$ cat src/design/dht_pkg.sv
// Shared types and constants for the Huffman-table segment parser.
// No dependencies; imported by every module of the block.
package dht_pkg;

    // Number of code lengths in a table header
    localparam int CODE_LENGTHS = 16;
    localparam int IDX_W        = $clog2(CODE_LENGTHS);
    localparam int LEN_W        = IDX_W + 1;

    localparam logic [3:0] NIB_MASK  = 4'b1111;
    localparam logic [3:0] CLASS_MAX = 4'd1;
    localparam logic [3:0] IDENT_MAX = 4'd3;
    localparam logic [15:0] LEN_BYTES = 16'd2;

    // One result beat leaving the control logic
    typedef struct packed {
        logic             valid;
        logic [7:0]       symbol;
        logic [LEN_W-1:0] code_length;
        logic             table_class;
        logic [1:0]       table_id;
        logic             last_of_table;
        logic             last_of_segment;
        logic             bad_table;
        logic             truncated;
    } t_dht_result;

    // Outcome of the code-length search
    typedef struct packed {
        logic             found;
        logic [IDX_W-1:0] idx;
    } t_dht_pick;

endpackage

$ cat src/design/dht_len_pick.sv
// Priority encoder: lowest code length at or above a start index with a nonzero count.
// Depends on dht_pkg.
module dht_len_pick
    import dht_pkg::*;
(
    input  logic [CODE_LENGTHS-1:0] i_nonzero,
    input  logic [LEN_W-1:0]        i_start,
    output t_dht_pick               o_pick
);

    logic [CODE_LENGTHS-1:0] w_mask;

    // Keep only lengths at or above the start index
    always_comb begin
        for (int i = 0; i < CODE_LENGTHS; i++) begin
            w_mask[i] = i_nonzero[i] && (LEN_W'(i) >= i_start);
        end
    end

    // Scan from the top so the lowest set bit wins
    always_comb begin
        o_pick = '0;
        for (int i = CODE_LENGTHS - 1; i >= 0; i--) begin
            if (w_mask[i]) begin
                o_pick.found = 1'b1;
                o_pick.idx   = IDX_W'(i);
            end
        end
    end

endmodule

$ cat src/design/dht_ctrl.sv
// Segment control: length tracking, table header capture, count store and symbol labeling.
// Depends on dht_pkg and dht_len_pick.
module dht_ctrl
    import dht_pkg::*;
(
    input  logic        i_clk,
    input  logic        i_rst_n,
    input  logic        i_accept,
    input  logic [7:0]  i_data_byte,
    input  logic        i_segment_start,
    output t_dht_result o_result
);

    typedef enum logic [2:0] {
        PH_IDLE,
        PH_LEN_LO,
        PH_TCTH,
        PH_COUNTS,
        PH_SYMBOLS
    } t_phase;

    t_phase            r_phase,    n_phase;
    logic [15:0]       r_seg_len,  n_seg_len;
    logic [15:0]       r_consumed, n_consumed;
    logic [IDX_W-1:0]  r_cnt_idx,  n_cnt_idx;
    logic [LEN_W-1:0]  r_cur_len,  n_cur_len;
    logic [7:0]        r_lil,      n_lil;
    logic [11:0]       r_lit,      n_lit;
    logic [3:0]        r_class,    n_class;
    logic [3:0]        r_ident,    n_ident;

    // Count store and its nonzero flags, written in header order
    logic [7:0]              r_counts [CODE_LENGTHS];
    logic [CODE_LENGTHS-1:0] r_nz;
    logic                    w_cnt_we;

    logic [CODE_LENGTHS-1:0] w_sel_onehot;
    logic [CODE_LENGTHS-1:0] w_pick_nz;
    logic [LEN_W-1:0]        w_pick_start;
    t_dht_pick               w_pick;
    logic [7:0]              w_pick_cnt;
    logic [15:0]             w_cons_inc;
    logic                    w_seg_end;
    logic                    w_last_tab;
    logic [11:0]             w_lit_dec;
    logic [7:0]              w_lil_dec;

    assign w_sel_onehot = CODE_LENGTHS'(1) << r_cnt_idx;
    assign w_cnt_we     = i_accept && !i_segment_start && (r_phase == PH_COUNTS);

    // Merge the count arriving now into the flags seen by the search
    always_comb begin
        if (r_phase == PH_COUNTS) begin
            w_pick_nz    = (r_nz & ~w_sel_onehot)
                         | ((i_data_byte != 8'd0) ? w_sel_onehot : '0);
            w_pick_start = '0;
        end else begin
            w_pick_nz    = r_nz;
            w_pick_start = r_cur_len;
        end
    end

    dht_len_pick u_pick (
        .i_nonzero (w_pick_nz),
        .i_start   (w_pick_start),
        .o_pick    (w_pick)
    );

    // Count of the picked length, forwarding the byte being written
    always_comb begin
        if (r_phase == PH_COUNTS && w_pick.idx == r_cnt_idx) begin
            w_pick_cnt = i_data_byte;
        end else begin
            w_pick_cnt = r_counts[w_pick.idx];
        end
    end

    assign w_cons_inc = 16'(r_consumed + 16'd1);
    assign w_seg_end  = w_cons_inc >= r_seg_len;
    assign w_lit_dec  = 12'(r_lit - 12'd1);
    assign w_lil_dec  = 8'(r_lil - 8'd1);

    // Next state and result for the accepted byte
    always_comb begin
        n_phase    = r_phase;
        n_seg_len  = r_seg_len;
        n_consumed = r_consumed;
        n_cnt_idx  = r_cnt_idx;
        n_cur_len  = r_cur_len;
        n_lil      = r_lil;
        n_lit      = r_lit;
        n_class    = r_class;
        n_ident    = r_ident;
        w_last_tab = 1'b0;
        o_result   = '0;

        if (i_segment_start) begin
            n_seg_len  = {i_data_byte, 8'd0};
            n_consumed = 16'd1;
            n_phase    = PH_LEN_LO;
        end else begin
            unique case (r_phase)
                PH_IDLE: begin
                    n_phase = PH_IDLE;
                end
                PH_LEN_LO: begin
                    n_seg_len  = r_seg_len | {8'd0, i_data_byte};
                    n_consumed = LEN_BYTES;
                    n_phase    = (LEN_BYTES >= n_seg_len) ? PH_IDLE : PH_TCTH;
                end
                PH_TCTH: begin
                    n_consumed = w_cons_inc;
                    n_class    = (i_data_byte[7:4]) & NIB_MASK;
                    n_ident    = i_data_byte[3:0] & NIB_MASK;
                    n_cnt_idx  = '0;
                    n_lit      = '0;
                    if (w_seg_end) begin
                        n_phase                  = PH_IDLE;
                        o_result.valid           = 1'b1;
                        o_result.last_of_segment = 1'b1;
                        o_result.truncated       = 1'b1;
                    end else begin
                        n_phase = PH_COUNTS;
                    end
                end
                PH_COUNTS: begin
                    n_consumed = w_cons_inc;
                    n_lit      = 12'(r_lit + 12'(i_data_byte));
                    n_cnt_idx  = IDX_W'(r_cnt_idx + IDX_W'(1));
                    if (r_cnt_idx != IDX_W'(CODE_LENGTHS - 1)) begin
                        if (w_seg_end) begin
                            n_phase                  = PH_IDLE;
                            o_result.valid           = 1'b1;
                            o_result.last_of_segment = 1'b1;
                            o_result.truncated       = 1'b1;
                        end
                    end else if (n_lit == 12'd0) begin
                        n_phase = w_seg_end ? PH_IDLE : PH_TCTH;
                    end else if (w_seg_end) begin
                        n_phase                  = PH_IDLE;
                        o_result.valid           = 1'b1;
                        o_result.last_of_segment = 1'b1;
                        o_result.truncated       = 1'b1;
                    end else begin
                        n_cur_len = LEN_W'(w_pick.idx) + LEN_W'(1);
                        n_lil     = w_pick.found ? w_pick_cnt : 8'd0;
                        n_phase   = PH_SYMBOLS;
                    end
                end
                PH_SYMBOLS: begin
                    n_consumed = w_cons_inc;
                    n_lit      = w_lit_dec;
                    n_lil      = w_lil_dec;
                    w_last_tab = (w_lit_dec == 12'd0);
                    // Move on to the next nonempty length when this one runs out
                    if (!w_last_tab && w_lil_dec == 8'd0) begin
                        if (w_pick.found) begin
                            n_cur_len = LEN_W'(w_pick.idx) + LEN_W'(1);
                            n_lil     = w_pick_cnt;
                        end else begin
                            n_cur_len  = LEN_W'(CODE_LENGTHS + 1);
                            n_lil      = 8'd0;
                            w_last_tab = 1'b1;
                        end
                    end
                    o_result.valid       = 1'b1;
                    o_result.symbol      = i_data_byte;
                    o_result.code_length = r_cur_len;
                    if (w_last_tab) begin
                        n_lit                    = '0;
                        n_phase                  = w_seg_end ? PH_IDLE : PH_TCTH;
                        o_result.last_of_table   = 1'b1;
                        o_result.last_of_segment = w_seg_end;
                    end else if (w_seg_end) begin
                        n_phase                  = PH_IDLE;
                        o_result.last_of_segment = 1'b1;
                        o_result.truncated       = 1'b1;
                    end
                end
                default: begin
                    n_phase = PH_IDLE;
                end
            endcase
        end

        o_result.table_class = n_class[0];
        o_result.table_id    = n_ident[1:0];
        o_result.bad_table   = (n_class > CLASS_MAX) || (n_ident > IDENT_MAX);
        o_result.valid       = o_result.valid && i_accept;
    end

    // Hold state; advance on each accepted beat
    always_ff @(posedge i_clk) begin
        if (!i_rst_n) begin
            r_phase    <= PH_IDLE;
            r_seg_len  <= '0;
            r_consumed <= '0;
            r_cnt_idx  <= '0;
            r_cur_len  <= '0;
            r_lil      <= '0;
            r_lit      <= '0;
            r_class    <= '0;
            r_ident    <= '0;
        end else if (i_accept) begin
            r_phase    <= n_phase;
            r_seg_len  <= n_seg_len;
            r_consumed <= n_consumed;
            r_cnt_idx  <= n_cnt_idx;
            r_cur_len  <= n_cur_len;
            r_lil      <= n_lil;
            r_lit      <= n_lit;
            r_class    <= n_class;
            r_ident    <= n_ident;
        end
    end

    // Store each count byte and its nonzero flag
    always_ff @(posedge i_clk) begin
        if (w_cnt_we) begin
            r_counts[r_cnt_idx] <= i_data_byte;
            r_nz[r_cnt_idx]     <= (i_data_byte != 8'd0);
        end
    end

    // Symbols are only due while the table still owes some
    a_sym_left: assert property (@(posedge i_clk) disable iff (!i_rst_n)
        (r_phase == PH_SYMBOLS) |-> (r_lit != 12'd0))
        else $error("symbol phase with no symbols left in table");

    // The current code length stays a real length during symbols
    a_sym_len: assert property (@(posedge i_clk) disable iff (!i_rst_n)
        (r_phase == PH_SYMBOLS) |->
            (r_cur_len != '0 && r_cur_len <= LEN_W'(CODE_LENGTHS)))
        else $error("code length out of range in symbol phase");

    // A start byte always leads to the low length byte
    a_start: assert property (@(posedge i_clk) disable iff (!i_rst_n)
        (i_accept && i_segment_start) |=> (r_phase == PH_LEN_LO))
        else $error("segment start did not enter length phase");

endmodule

$ cat src/design/jpeg_huffman_table_segment_parser.sv
// Top level of the Huffman-table segment parser: handshakes and the result register.
// Depends on dht_pkg and dht_ctrl.
//
// Usage:
//   Input channel (i_in_valid / o_in_ready) carries one segment byte per beat,
//   i_segment_start high on the first (high) length byte of a segment.
//   Output channel (o_out_valid / i_out_ready) carries one labeled symbol per
//   beat, with class, id, code length, end-of-table and end-of-segment flags,
//   plus bad_table and truncated status.
//   Each input byte gives zero or one result. A result appears in the output
//   register the cycle after its byte is accepted.
//   Throughput is one byte per cycle unless the output stalls: all work per
//   byte is one pass through the control logic, with the length search done
//   by a 16-way priority encoder. The output register holds a result until it
//   is taken; a new byte is accepted whenever that register is empty or is
//   being drained this cycle, so a stalled receiver stops the input only while
//   its result waits. Reset returns the parser to idle and empties the output
//   register; bytes seen while idle without a start flag are dropped.
module jpeg_huffman_table_segment_parser
    import dht_pkg::*;
(
    input  logic             i_clk,
    input  logic             i_rst_n,
    input  logic             i_in_valid,
    output logic             o_in_ready,
    input  logic [7:0]       i_data_byte,
    input  logic             i_segment_start,
    output logic             o_out_valid,
    input  logic             i_out_ready,
    output logic [7:0]       o_symbol,
    output logic [LEN_W-1:0] o_code_length,
    output logic             o_table_class,
    output logic [1:0]       o_table_id,
    output logic             o_last_of_table,
    output logic             o_last_of_segment,
    output logic             o_bad_table,
    output logic             o_truncated
);

    logic        w_accept;
    t_dht_result w_result;
    t_dht_result r_out;
    logic        r_out_valid;

    assign o_in_ready = !r_out_valid || i_out_ready;
    assign w_accept   = i_in_valid && o_in_ready;

    dht_ctrl u_ctrl (
        .i_clk           (i_clk),
        .i_rst_n         (i_rst_n),
        .i_accept        (w_accept),
        .i_data_byte     (i_data_byte),
        .i_segment_start (i_segment_start),
        .o_result        (w_result)
    );

    // Load a new result, or drop the current one once taken
    always_ff @(posedge i_clk) begin
        if (!i_rst_n) begin
            r_out_valid <= 1'b0;
        end else if (o_in_ready) begin
            r_out_valid <= w_result.valid;
        end
    end

    always_ff @(posedge i_clk) begin
        if (w_result.valid && o_in_ready) begin
            r_out <= w_result;
        end
    end

    assign o_out_valid       = r_out_valid;
    assign o_symbol          = r_out.symbol;
    assign o_code_length     = r_out.code_length;
    assign o_table_class     = r_out.table_class;
    assign o_table_id        = r_out.table_id;
    assign o_last_of_table   = r_out.last_of_table;
    assign o_last_of_segment = r_out.last_of_segment;
    assign o_bad_table       = r_out.bad_table;
    assign o_truncated       = r_out.truncated;

    // A complete symbol carries a real code length
    a_len_range: assert property (@(posedge i_clk) disable iff (!i_rst_n)
        (o_out_valid && !o_truncated) |->
            (o_code_length != '0 && o_code_length <= LEN_W'(CODE_LENGTHS)))
        else $error("untruncated result with bad code length");

    // Truncation always closes the segment and never the table
    a_trunc_flags: assert property (@(posedge i_clk) disable iff (!i_rst_n)
        (o_out_valid && o_truncated) |-> (o_last_of_segment && !o_last_of_table))
        else $error("truncated result with inconsistent end flags");

    // A result that ends the segment without a table end must be truncated
    a_seg_end: assert property (@(posedge i_clk) disable iff (!i_rst_n)
        (o_out_valid && o_last_of_segment && !o_last_of_table) |-> o_truncated)
        else $error("segment ended mid-table without truncation");

endmodule

$ cat config.mk
export PLATFORM = sky130hd
export DESIGN_NAME = jpeg_huffman_table_segment_parser
export DESIGN_NICKNAME = d
export VERILOG_FILES = /design/src/design/dht_pkg.sv /design/src/design/dht_len_pick.sv /design/src/design/dht_ctrl.sv /design/src/design/jpeg_huffman_table_segment_parser.sv
export SDC_FILE = /design/constraint.sdc
export NUM_CORES = 1
export LEC_CHECK = 0
export ABC_AREA = 1
export BUFFER_PORTS_ARGS = -buffer_cell sky130_fd_sc_hd__buf_2
export CAP_MARGIN = 20
export CORE_UTILIZATION = 45
export CTS_CLUSTER_SIZE = 24
export DETAILED_ROUTE_END_ITERATION = 16
export PLACE_DENSITY = 0.7
export SETUP_SLACK_MARGIN = 0.3
export SLEW_MARGIN = 0
export SYNTH_ARGS = -nofsm -noshare
export SYNTH_HDL_FRONTEND = slang
export SYNTH_HIERARCHICAL = 1
export SYNTH_SLANG_ARGS = --single-unit
$ cat constraint.sdc
create_clock -name i_clk -period 14.16 [get_ports i_clk]
set_clock_uncertainty 0.15 [all_clocks]
set_input_delay 1.416 -clock i_clk [delete_from_list [all_inputs] [get_ports i_clk]]
set_output_delay 1.416 -clock i_clk [all_outputs]
set_load 0.05 [all_outputs]
==> impl_metrics.yaml, run 1 <==
routing:
  drc_errors: 0
  wl_per_cell_um: 17.74
  drt-total-wl_um: 33060
  drt-initial-drc-count: 1166
  viasPerCell: 5.527
  ant_nets: 0
  vias: 10303
  firstDrtPassIters: 6
grt:
  grt_overflow: 0
  grt_pass1_wl_um: 52020
  grt_max_degree: 71
  grt_pass1_vias: 9761
  antenna_found_initial: 0
  grt_usage_pct: 23.44
logic_synthesis:
  ys_ff_latch: 237
  synth_cells: 1475
  synthArstFlopShare_pct: 0
  yosysWarnings: 6
  yosysSeqAreaShare_pct: 51.37
  synthesis.area_um2: 12430
  ys.flop_type: "edfxtp_1"
  syn_area_per_cell_um2: 8.428
  synth-edff-count: 164
  synth_cell_types: 53
  syn_nets: 1525
setup_path:
  cp_common_cell: "nand2_1"
  path_delay_family: "buffers and inverters"
  end_kind: "flip-flop"
  critical_path_class: "in2reg"
  cp_data_required_time_ns: 14.47
  critPathSlowestCell: "inv_2"
  path_max_fanout: 70
  worst_setup_path_start_kind: "input pin"
  arrival_ns: 6.78
  critPathMaxStageDelay_ns: 0.88
  path_buf_inv: 7
power_and_ir_drop:
  powerDensity_nw_per_um2: 105.7
  ir_drop_v: 0.00007512
  p_leak_nw: 5.517
  total_power_mw: 1.462
clocking:
  clkTransAtPathRegs_ns: 0.06
  cts-resized-gates: 0
  hold_buffers: 0
  clk_latency_ns: 0.54
  htreeDepth: 1
  numCtsBuffers: 25
  clockBufferDepth: 3
  postCtsSetupBuffers: 0
  root_buffer: "clkbuf_16"
  cts_tree: "built"
  cts.sinks: 237
placement:
  io_buffers: 34
  place_congestion: 0.8860
  dp_hpwl_um: 22000
  dp_cells: 1817
sta:
  hold_violations: 0
  tns_ns: 0
  finalCriticalPeriod_ns: 6.467
  worst_slew_pin_slew_ns: 1.164
  max_freq_mhz: 154.6
  layout_worst_path_cycle_share_pct: 45.67
  relSlewSlack_pct: 22.14
  drv_slew: 0
  setup_viol: 0
  rsz0062_at_grt: "no"
finish:
  seqCellArea_um2: 6386
  n_antenna_cell: 0
  syn_to_final_growth_pct: 11.33
  drive_above_1_share_pct: 9.783
  num-fill-cells: 2458
  instances_no_fill: 1864
  multiInputGateArea_um2: 5196
  fin_nets: 1554
floorplanning:
  die_area_um2: 28290
  core-area_um2: 27030
  io_pins: 35
  fp.dieH_um: 168.2
  std_cell_rows: 60
  start_util_pct: 46.00
  die_w_um: 168.2
hold_path:
  holdCritPathClass: "reg2reg"
run_status:
  outcome: "finished, final reports clean"
run:
  maxCapViolCount: 0
[worst min-delay path, stage by stage, from the launching register on]
cell     delay, ns
dfxtp_1       0.31
nand2_1       0.06
a21oi_1       0.06
[state kept, by name, summed over array words and instances, names as in the netlist, 2 cells and up]
name,flops
u_ctrl/r_lit,12
o_symbol,8
u_ctrl/r_class,4
u_ctrl/r_lil,8
u_ctrl/r_seg_len,16
o_code_length,5
u_ctrl/r_consumed,16
u_ctrl/r_nz,16
u_ctrl/r_cnt_idx,4
u_ctrl/r_cur_len,5
u_ctrl/r_ident,4
o_table_id,2
u_ctrl/r_phase,3
u_ctrl/r_counts,128
[per-layer routing]
metal  vias up  track usage (%)  part of all wire [%]
li1       5002                -                     -
met4         0            8.775                   3.4
met2       444            38.68                    46
met3        75            3.409                   7.7
met1      4782            31.25                    43
met5         -                0                     0
[logic make-up (layout without fill, tap and decap cells)]
| family | Yosys count | after routing | share of synthesized area, % |
|---|---|---|---|
| xor gates and xnor gates | 26 | 26 | 1.832 |
| AOI/OAI and AO/OA | 248 | 248 | 11.43 |
| DFF | 237 | 237 | 51.37 |
| muxes | 4 | 4 | 0.3221 |
| buffers and inverters | 219 | 267 | 7.106 |
| adders and majority gates | 37 | 37 | 3.785 |
| and+or+nand+nor | 704 | 704 | 24.15 |
[area by class of cell]
cell class,count,share of cell area [%]
Multi-Input combinational cell,1019,37.55
Timing Repair Buffer,57,2.703
Sequential cell,237,46.14
Clock buffer,31,4.900
Tap cell,341,3.083
Inverter,164,4.448
Clock inverter,15,1.175
[synth_stat cells (all sizes together) (4+ instances only)]
master  number  area [um^2]
a211oi       7        52.55
a21oi       69        352.8
buf         24        151.4
clkbuf      31        116.4
clkinv       4        15.01
dfxtp       73         1461
edfxtp     164         4925
ha          36        450.4
inv        160        600.6
mux2i        4        40.04
nand2      308         1191
nand3      107        568.1
nand4       14        93.84
nor2       245        959.7
nor3        18        111.4
nor4         4        25.02
o211ai      27        207.7
o21ai      122        610.6
o221ai       9        78.83
or2          5        31.28
xnor2       10        87.58
xor2        16        140.1
[through the flow]
stage | hold WS, ns | cell area, um^2 | utilization [%] | setup WS (ns)
4_1_cts | 0.3279 | 13810 | 51.11 | 7.860
3_3_place_gp | 0.3041 | 12930 | 47.84 | 7.518
2_1_floorplan | 0.2936 | 12430 | - | 9.592
3_5_place_dp | 0.3152 | 12970 | 48.00 | 7.382
6_report | 0.3302 | 13840 | 51.21 | 7.693
5_1_grt | 0.3330 | 13840 | 51.21 | 7.125
[worst paths after layout]
check	from	end	slack (ns)	depth (start not counted)
setup / recovery	i_data_byte[4]	u_ctrl/r_lil[2]	7.69	35
hold / removal	u_ctrl/r_consumed[15]	u_ctrl/r_consumed[15]	0.33	2
setup reg to reg	u_ctrl/r_phase[1]	u_ctrl/r_lil[4]	8.00	30
hold reg to reg	u_ctrl/r_consumed[15]	u_ctrl/r_consumed[15]	0.33	2
[placed cells by master, fill, tap and decap left out, types with 7 or more instances in the layout]
| cell | instances |
|---|---|
| clkbuf_16 | 25 |
| o21ai_0 | 116 |
| buf_2 | 34 |
| nor3_1 | 13 |
| nor2_2 | 10 |
| xnor2_1 | 10 |
| ha_1 | 36 |
| o221ai_1 | 9 |
| buf_4 | 19 |
| inv_1 | 154 |
| xor2_1 | 16 |
| nand2_2 | 8 |
| nand2_1 | 298 |
| nor2_1 | 232 |
| a21oi_1 | 66 |
| nand4_1 | 13 |
| a211oi_1 | 7 |
| o211ai_1 | 26 |
| edfxtp_1 | 164 |
| nand3_1 | 102 |
| dfxtp_1 | 73 |
[where the power goes]
| part | internal (mW) | total [mW] | switching [mW] |
|---|---|---|---|
| combinational | 0.0132 | 0.0505 | 0.0373 |
| clock | 0.395 | 0.667 | 0.272 |
| sequential | 0.742 | 0.744 | 0.00267 |
| total | 1.15 | 1.46 | 0.312 |
(Power assumes the default switching activity.)
==> inputs of run 2 (changes only) <==
- ABC_AREA: 1 -> 0
- PLACE_DENSITY: 0.7 -> 0.72
- clock period: 14.16 -> 5.8 ns (I/O delays scaled with it)
==> impl_metrics.yaml, run 2 <==
sta:
  max_freq_mhz: 194.5
  hold_slack_ns: 0.2099
  relSlewSlack_pct: 25.86
  rsz0062_at_grt: "no"
  worst_slew_pin_slew_ns: 1.108
  hold_violations: 0
  drv_slew: 0
  tns_ns: 0
  layout_worst_path_cycle_share_pct: 88.64
  finalCriticalPeriod_ns: 5.141
  setup_viol: 0
logic_synthesis:
  synthesis.area_um2: 12090
  synth_most_common_cell: "edfxtp_1"
  yosys-top-cells-count: "edfxtp_1 (164), nor2_1 (107), nand2_1 (75), dfxtp_1 (73), a21oi_1 (64)"
  yosysTopAreaCell: "edfxtp_1"
  syn_area_per_cell_um2: 11.48
  yosysSeqAreaShare_pct: 52.81
  yosysWarnings: 6
  synth_top_area_share_pct: 40.72
  synth_cells: 1053
  synth_cell_types: 91
  synthTopCellsByArea: "edfxtp_1 (41%), dfxtp_1 (12%), mux4_2 (7.4%)"
  synth-edff-count: 164
  ys_ff_latch: 237
  syn_nets: 1103
  synthArstFlopShare_pct: 0
  ys.flop_type: "edfxtp_1"
finish:
  instances_no_fill: 1437
  syn_to_final_growth_pct: 11.43
  top_register: "u_ctrl/r_counts"
  fin_nets: 1135
  final_common_cell: "edfxtp_1"
  largest_reg_flops: 128
  layout_common_cells: "edfxtp_1 (164), nor2_1 (106), nand2_1 (75), dfxtp_1 (73), a21oi_1 (64)"
  n_antenna_cell: 0
  drive_above_1_share_pct: 17.24
setup_path:
  r2r_slack_ns: 1.05
  path_buf_inv: 3
  critPathSlowestCell: "or4b_2"
  path_max_fanout: 19
  crit_chain: "buf_2 -> or4_1 -> nor2_1 -> or4b_2 -> mux2_2 -> nor3b_1 -> o21ai_1 -> nand3_1 -> a41o_1 -> o21ai_4 -> buf_12 -> buf_12 -> mux4_2 -> mux4_2 -> mux2i_1 -> o32ai_2 -> a32o_1"
  arrival_ns: 5.39
  critical_path_class: "in2reg"
  end_kind: "flip-flop"
  cp_data_required_time_ns: 6.05
  critPathMaxStageDelay_ns: 0.81
  path_delay_family: "simple AND/OR/NAND/NOR gates"
  worst_setup_path_start_kind: "input pin"
run_status:
  outcome: "complete, but fails checks"
  violations: "DRC"
routing:
  drt-total-wl_um: 30110
  drt-initial-drc-count: 713
  drc_errors: 2
  ant_nets: 0
  vias: 8678
  viasPerCell: 6.039
  wl_per_cell_um: 20.95
  firstDrtPassIters: 11
clocking:
  hold_buffers: 0
  numCtsBuffers: 24
  clkTransAtPathRegs_ns: 0.06
  clockBufferDepth: 3
  cts.sinks: 237
  postCtsSetupBuffers: 0
  clk_latency_ns: 0.52
  htreeDepth: 1
  cts_tree: "built"
  root_buffer: "clkbuf_16"
  cts-resized-gates: 0
grt:
  antenna_found_initial: 0
  grt_overflow: 0
  grt_usage_pct: 22.01
  grt_max_degree: 39
  grt_pass1_wl_um: 47600
  grt_pass1_vias: 8417
run:
  maxCapViolCount: 0
power_and_ir_drop:
  total_power_mw: 3.437
  p_leak_nw: 4.769
  ir_drop_v: 0.0001610
  powerDensity_nw_per_um2: 255.1
placement:
  dp_hpwl_um: 20400
  dp_cells: 1386
  io_buffers: 34
  place_congestion: 0.9190
floorplanning:
  core-area_um2: 26210
  io_pins: 35
  fp.dieH_um: 165.9
  die_w_um: 165.9
  die_area_um2: 27530
  std_cell_rows: 59
  start_util_pct: 46.14
hold_path:
  holdCritPathClass: "in2reg"
[run 2: logic make-up (layout without fill, tap and decap cells)]
kind of cell,after synthesis,count (layout),share of synthesized area (%)
buf+inv,96,145,3.704
xor+xnor,30,30,2.173
fa+ha+maj,37,37,3.890
simple gates,371,371,15.65
mux,73,73,10.39
compound gates,209,209,11.38
flops,237,237,52.81
[run 2: power by group]
part | switching, mW | total [mW] | internal [mW]
Clock | 0.633 | 1.52 | 0.883
Combinational | 0.0777 | 0.111 | 0.0328
Sequential | 0.00564 | 1.81 | 1.81
[run 2: path summary, 6_finish.rpt]
kind,startpoint,to,cells past startpoint
max,i_data_byte[2],u_ctrl/r_lil[2],17
min,i_out_ready,o_out_valid,3
max reg2reg,u_ctrl/r_phase[1],u_ctrl/r_lil[2],18
min reg2reg,u_ctrl/r_class[3],u_ctrl/r_class[3],2
[run 2: cell type report]
type                            count  area [um^2]
Multi-Input combinational cell    720         5273
Tap cell                          335        419.2
Inverter                           31        116.4
Timing Repair Buffer               71        516.7
Sequential cell                   237         6386
Clock buffer                       34        659.4
Fill cell                        2191        12730
Clock inverter                      9        105.1
[run 2: stage by stage]
stage | util (%) | worst slack (ns) | instance area [um^2]
2_1_floorplan | - | 0.2836 | 12100
3_3_place_gp | 48.07 | 0.2369 | 12600
3_5_place_dp | 48.20 | 0.1301 | 12630
4_1_cts | 51.11 | 0.6468 | 13400
5_1_grt | 51.42 | 0.4464 | 13480
6_report | 51.42 | 0.6592 | 13480
[run 2: worst min-delay path, cell delays in order]
cell and delay (ns):
buf_2 0.07, nand2b_4 0.13, a21boi_2 0.06
[run 2: metal layers]
metal	share of wire [%]	global-route usage, %	wire [um]	vias up
met5	0	0	0	-
met4	2.3	6.989	684	0
met3	7.6	3.408	2287	51
met2	48	36.27	14590	362
met1	42	29.89	12540	4263
li1	-	-	-	4002
